--- src/rtl/rpi_pkg.sv ---
// Shared types and constants for the RGB palette indexer.
// Used by rpi_ctrl, rpi_datapath and rgb_palette_indexer; depends on nothing.
`timescale 1ns / 1ps

package rpi_pkg;

  // Default palette depth and the fixed field widths of the pixel stream.
  localparam int PALETTE_ENTRIES_DEF = 256;
  localparam int ChanW               = 8;
  localparam int ColorW              = 3 * ChanW;
  localparam int IndexW              = 8;
  localparam int UsedW               = 9;

  // One incoming pixel request.
  typedef struct packed {
    logic             start_of_image;
    logic [ChanW-1:0] red;
    logic [ChanW-1:0] green;
    logic [ChanW-1:0] blue;
  } pixel_t;

  // One outgoing result request.
  typedef struct packed {
    logic [IndexW-1:0] color_index;
    logic              new_entry;
    logic              palette_miss;
    logic [UsedW-1:0]  palette_used;
  } result_t;

  // Commands from the controller to the datapath.
  typedef struct packed {
    logic accept;
    logic scan_en;
    logic load_result;
  } dp_cmd_t;

  // Status from the datapath to the controller.
  typedef struct packed {
    logic hit;
    logic scan_end;
  } dp_status_t;

endpackage

--- src/rtl/rpi_ctrl.sv ---
// Controller of the RGB palette indexer: request handshakes and scan sequencing.
// Depends on rpi_pkg for the command and status types.
`timescale 1ns / 1ps

module rpi_ctrl import rpi_pkg::*; (
  input  logic       clk_i,
  input  logic       rst_ni,
  input  logic       in_valid_i,
  output logic       in_ready_o,
  output logic       out_valid_o,
  input  logic       out_ready_i,
  input  dp_status_t status_i,
  output dp_cmd_t    cmd_o
);

  localparam logic S_IDLE = 1'b0;
  localparam logic S_SCAN = 1'b1;

  logic state_q, state_d;
  logic out_vld_q, out_vld_d;
  logic done;
  logic slot_free;

  // The search is over once a match turns up or every filled entry was compared.
  assign done      = status_i.hit || status_i.scan_end;
  assign slot_free = !out_vld_q || out_ready_i;

  // Commands to the datapath.
  always_comb begin
    cmd_o.accept      = (state_q == S_IDLE) && in_valid_i;
    cmd_o.scan_en     = (state_q == S_SCAN) && !done;
    cmd_o.load_result = (state_q == S_SCAN) && done && slot_free;
  end

  // Next state.
  always_comb begin
    state_d = state_q;
    unique case (state_q)
      S_IDLE: begin
        if (cmd_o.accept) begin
          state_d = S_SCAN;
        end
      end
      S_SCAN: begin
        if (cmd_o.load_result) begin
          state_d = S_IDLE;
        end
      end
    endcase
  end

  // The output register is full from a load until the receiver takes it.
  always_comb begin
    out_vld_d = out_vld_q;
    if (cmd_o.load_result) begin
      out_vld_d = 1'b1;
    end else if (out_ready_i) begin
      out_vld_d = 1'b0;
    end
  end

  always_ff @(posedge clk_i or negedge rst_ni) begin
    if (!rst_ni) begin
      state_q   <= S_IDLE;
      out_vld_q <= 1'b0;
    end else begin
      state_q   <= state_d;
      out_vld_q <= out_vld_d;
    end
  end

  assign in_ready_o  = (state_q == S_IDLE);
  assign out_valid_o = out_vld_q;

  // A result is only loaded while the output register is free or being drained.
  assert property (@(posedge clk_i) disable iff (!rst_ni)
    cmd_o.load_result |-> (!out_vld_q || out_ready_i))
    else $error("result loaded over an untaken result");

  // An accepted pixel always starts a scan.
  assert property (@(posedge clk_i) disable iff (!rst_ni)
    cmd_o.accept |=> (state_q == S_SCAN) && !out_vld_q || (state_q == S_SCAN))
    else $error("accepted pixel did not start a scan");

  // Every finished scan leaves a waiting result behind.
  assert property (@(posedge clk_i) disable iff (!rst_ni)
    cmd_o.load_result |=> out_vld_q && (state_q == S_IDLE))
    else $error("finished scan left no result");

endmodule

--- config.mk ---
export PLATFORM = sky130hd
export DESIGN_NAME = rpi_ctrl
export DESIGN_NICKNAME = d
export VERILOG_FILES = /design/src/rtl/rpi_pkg.sv /design/src/rtl/rpi_ctrl.sv
export SDC_FILE = /design/constraint.sdc
export NUM_CORES = 1
export LEC_CHECK = 0
export ABC_CLOCK_PERIOD_IN_PS = 900
export BUFFER_PORTS_ARGS = -buffer_cell sky130_fd_sc_hd__buf_2
export CELL_PAD_IN_SITES_DETAIL_PLACEMENT = 0
export CELL_PAD_IN_SITES_GLOBAL_PLACEMENT = 1
export CORE_AREA = 2 2 39 41
export DETAILED_ROUTE_END_ITERATION = 8
export DIE_AREA = 0 0 41 43
export PLACE_DENSITY = 0.38
export SLEW_MARGIN = 30
export SYNTH_ARGS = -nofsm -noshare
export SYNTH_HDL_FRONTEND = slang
export SYNTH_SLANG_ARGS = --single-unit
--- constraint.sdc ---
create_clock -name clk_i -period 0.9 [get_ports clk_i]
set_input_delay 0.045 -clock clk_i [delete_from_list [all_inputs] [get_ports clk_i]]
set_output_delay 0.045 -clock clk_i [all_outputs]
set_load 0.005 [all_outputs]
==> summary.md <==
| Metric | Value |
|---|---|
| Flop2flop setup slack | `0.13 ns` |
| ANT cells | `0` |
| Synthesized cell area | `111.4 sq um` |
| GRT met3 Usage | `under 10%` |
| Die Ht | `between 40 and 50 microns` |
| Cell count after synthesis | `11` |
| Internal Power | `a little under 0.0004 W` |
| Final period utilization | `109.7%` |
| CTS tree | `done` |
| Clk_lat worst skew | `between 0.2 and 0.25 ns` |
| Post-DRT Antenna Nets | `0` |
| DR iter-0 viols | `1` |
| Longest Clk Path Bufs | `2` |
| Psw | `approximately 0.00015 W` |
| Combinational group share of total power | `36.8%` |
| GRT Overall Usage | `under 10%` |
| Post-route minimum period | `roughly 1 ns` |
| TritonRoute pass-1 iters | `2` |
| Yosys top cell area share | `between 40% and 50%` |
| CP Capture Type | `output port` |
| Final WL | `between 200 and 300 microns` |
| Met2 usage | `3.438%` |
| Slew @ Worst Pin | `about 0.15 ns` |
| Initial antenna violation count | `0` |
| GR peak layer | `met3` |
| Largest net degree at the start of global routing | `5` |
| Slew margin rel. | `89.77%` |
| Vias in the first global route | `between 100 and 150` |
| Worst Skew | `between 0.002 and 0.003 ns` |
| Main area contributors after synthesis | `dfrtp_1 (45%), and2b_2 (7.9%), nor2b_2 (7.9%), o21ai_2 (7.9%), o22a_1 (7.9%)` |
| Worst path top cell family by delay | `flip-flops` |
| Routability cong. | `roughly 0.53` |
| CP Data Required Time | `about 0.85 ns` |
| Number of CTS-inserted buffers | `3` |
| Die X-Extent | `around 40 microns` |
| Area of the die | `0.001763 sq mm` |
| HP Class | `primary input to flop` |
| Number of fill cells | `around 160` |
| Finished layout cell area | `about 220 sq um` |
| Residual DRC | `0` |
| Num ports | `11` |
| Syn nets | `17` |
| CTS Sinks | `2` |
| Worst-path clk slew | `around 0.030 ns` |
| Final setup fails | `3` |
| Routed len/inst | `between 7 and 8 microns` |
| Root buffer cell | `clkbuf_4` |
| Post-synthesis area per instance | `10.12 sq um` |
| Synth cell types | `10` |
| PortBufs | `10` |
| WP data arrival | `roughly 0.94 ns` |
| Placeable Area | `0.001384 sq mm` |
| Max stage delay cell, worst path | `dfrtp_1` |
| Largest stage delay, worst path | `0.38 ns` |
| Power Dens Cells | `about 2500 mW/mm^2` |
| Grt met1 use | `2.885%` |
| Final Hold Viols | `0` |
| Failing checks | `negative setup slack` |
| Outcome | `finished with violations` |
| Net count reported at finish | `32` |
| Buffers & Inverters on Critical Path | `1` |
| Row Count | `14` |
| Drt via density | `a little over 3` |
| Register area share after synthesis | `between 40% and 50%` |
| Crit Path Max Fanout | `4` |
| Warnings from Yosys | `0` |
| H-tree depth | `1` |
| Vias | `approximately 120` |
| Crit-path cells | `and2b_2, buf_6` |
| Layout area overhead | `95.51%` |
| Largest area contributor in the netlist | `dfrtp_1` |
| First-pass GRT wire length | `345 microns` |
| Final setup TNS | `-0.2080 ns` |
| Kind of critical path | `flop to output port` |
| Sw Ratio | `~28%` |
| Share of cells above drive strength 1 | `about two thirds` |
| Power share of the clock group | `~36%` |
| Leakage | `0.1144 nW` |
| Flops & latches, synth | `2` |
| Seq pwr share | `between 20% and 30%` |
| Cell area after placement | `173.9 sq um` |
| CP startpoint kind | `flop` |
| Total congestion overflow | `0` |
| Initial core utilization | `a little over 8%` |
| Post-DP HPWL | `~250 microns` |
| FMAX | `1013 MHz` |
| Max rail drop VDD | `roughly 440 uV` |
| RSZ-0062 raised after global routing | `yes` |
| Final-report max-slew violation count | `0` |
| Max cap viols | `0` |
| Final worst slack | `-0.08689 ns` |
-- area by class of cell --
class | instances | area (sq um) | area share (%)
clock buffer | 3 | 22.52 | 10.34
inverter | 1 | 3.754 | 1.724
multi-input combinational | 7 | 55.05 | 25.29
sequential | 2 | 50.05 | 22.99
tap | 16 | 20.02 | 9.195
timing repair buffer | 11 | 66.31 | 30.46
-- stage by stage --
stage | hold slack, ns | power (W) | setup WS [ns] | util (%) | cells
after floorplan | -0.2506 | 0.0002578 | 0.1016 | - | 11
after global placement | -0.1679 | 0.0003259 | 0.1131 | 12.57 | 36
after detailed placement | -0.1665 | 0.0003268 | 0.09766 | 12.57 | 36
after CTS | 0.06060 | 0.0005499 | -0.1055 | 15.28 | 40
after global routing | 0.07667 | 0.0005779 | -0.1358 | 15.73 | 40
final | 0.06920 | 0.0005406 | -0.08689 | 15.73 | 40
-- power by group through the flow --
stage / clock [W] / sequential [W] / combinational, W
after floorplan: 0 / 0.000148 / 0.000110
after global placement: 0 / 0.000149 / 0.000177
after detailed placement: 0 / 0.000150 / 0.000177
after CTS: 0.000209 / 0.000150 / 0.000191
after global routing: 0.000208 / 0.000156 / 0.000214
final: 0.000193 / 0.000149 / 0.000199
-- metal layers --
layer  up-vias  share of wire (%)
li1         62                  -
met1        52                 41
met2         7                 43
met3         0                 15
met4         0                  0
met5         -                  0
-- Yosys cell counts --
master / instances
o22a_1: 1
dfrtp_1: 2
inv_1: 1
nor3_1: 1
buf_4: 1
nor2b_2: 1
nand2b_1: 1
o21ai_2: 1
and2b_2: 1
nor2_1: 1
-- flip-flops by register name (all words and copies together), names as in the netlist --
register	cells
out_valid_o	1
state_q	1
-- placed cells by master, fill, tap and decap left out, drive strengths merged --
cell type | synthesis | routed
and2b | 1 | 1
buf | 1 | 10
clkbuf | 0 | 3
dfrtp | 2 | 2
dlygate4sd3 | 0 | 1
inv | 1 | 1
nand2b | 1 | 1
nor2 | 1 | 1
nor2b | 1 | 1
nor3 | 1 | 1
o21ai | 1 | 1
o22a | 1 | 1
-- cells by family (layout without fill, tap and decap cells) --
group                  count (synthesis)  after routing  synth area share (%)
and+or+nand+nor                        5              5                 29.21
DFF                                    2              2                 44.95
buffers and inverters                  2             15                 10.11
AOI/OAI and AO/OA                      2              2                 15.73
-- worst paths after layout --
path | start | to | depth (start not counted)
setup reg to reg | out_valid_o$_DFFE_PN0P_ | state_q$_DFF_PN0_ | 2
max in group asynchronous | rst_ni | state_q$_DFF_PN0_ | 2
hold reg to reg | state_q$_DFF_PN0_ | out_valid_o$_DFFE_PN0P_ | 2
hold / removal | in_valid_i | state_q$_DFF_PN0_ | 2
setup / recovery | state_q$_DFF_PN0_ | cmd_o[2] | 2
min in group asynchronous | rst_ni | out_valid_o$_DFFE_PN0P_ | 2
-- timing repair --
item / in CTS / in global routing
hold endpoints to repair: 2 / 0
resized for setup: 1 / 1
buffers inserted: 0 / 0
hold buffers: 1 / 0
pin swaps: 1 / 1
setup endpoints to repair: 3 / 3
Power figures use the tool's default switching activity.
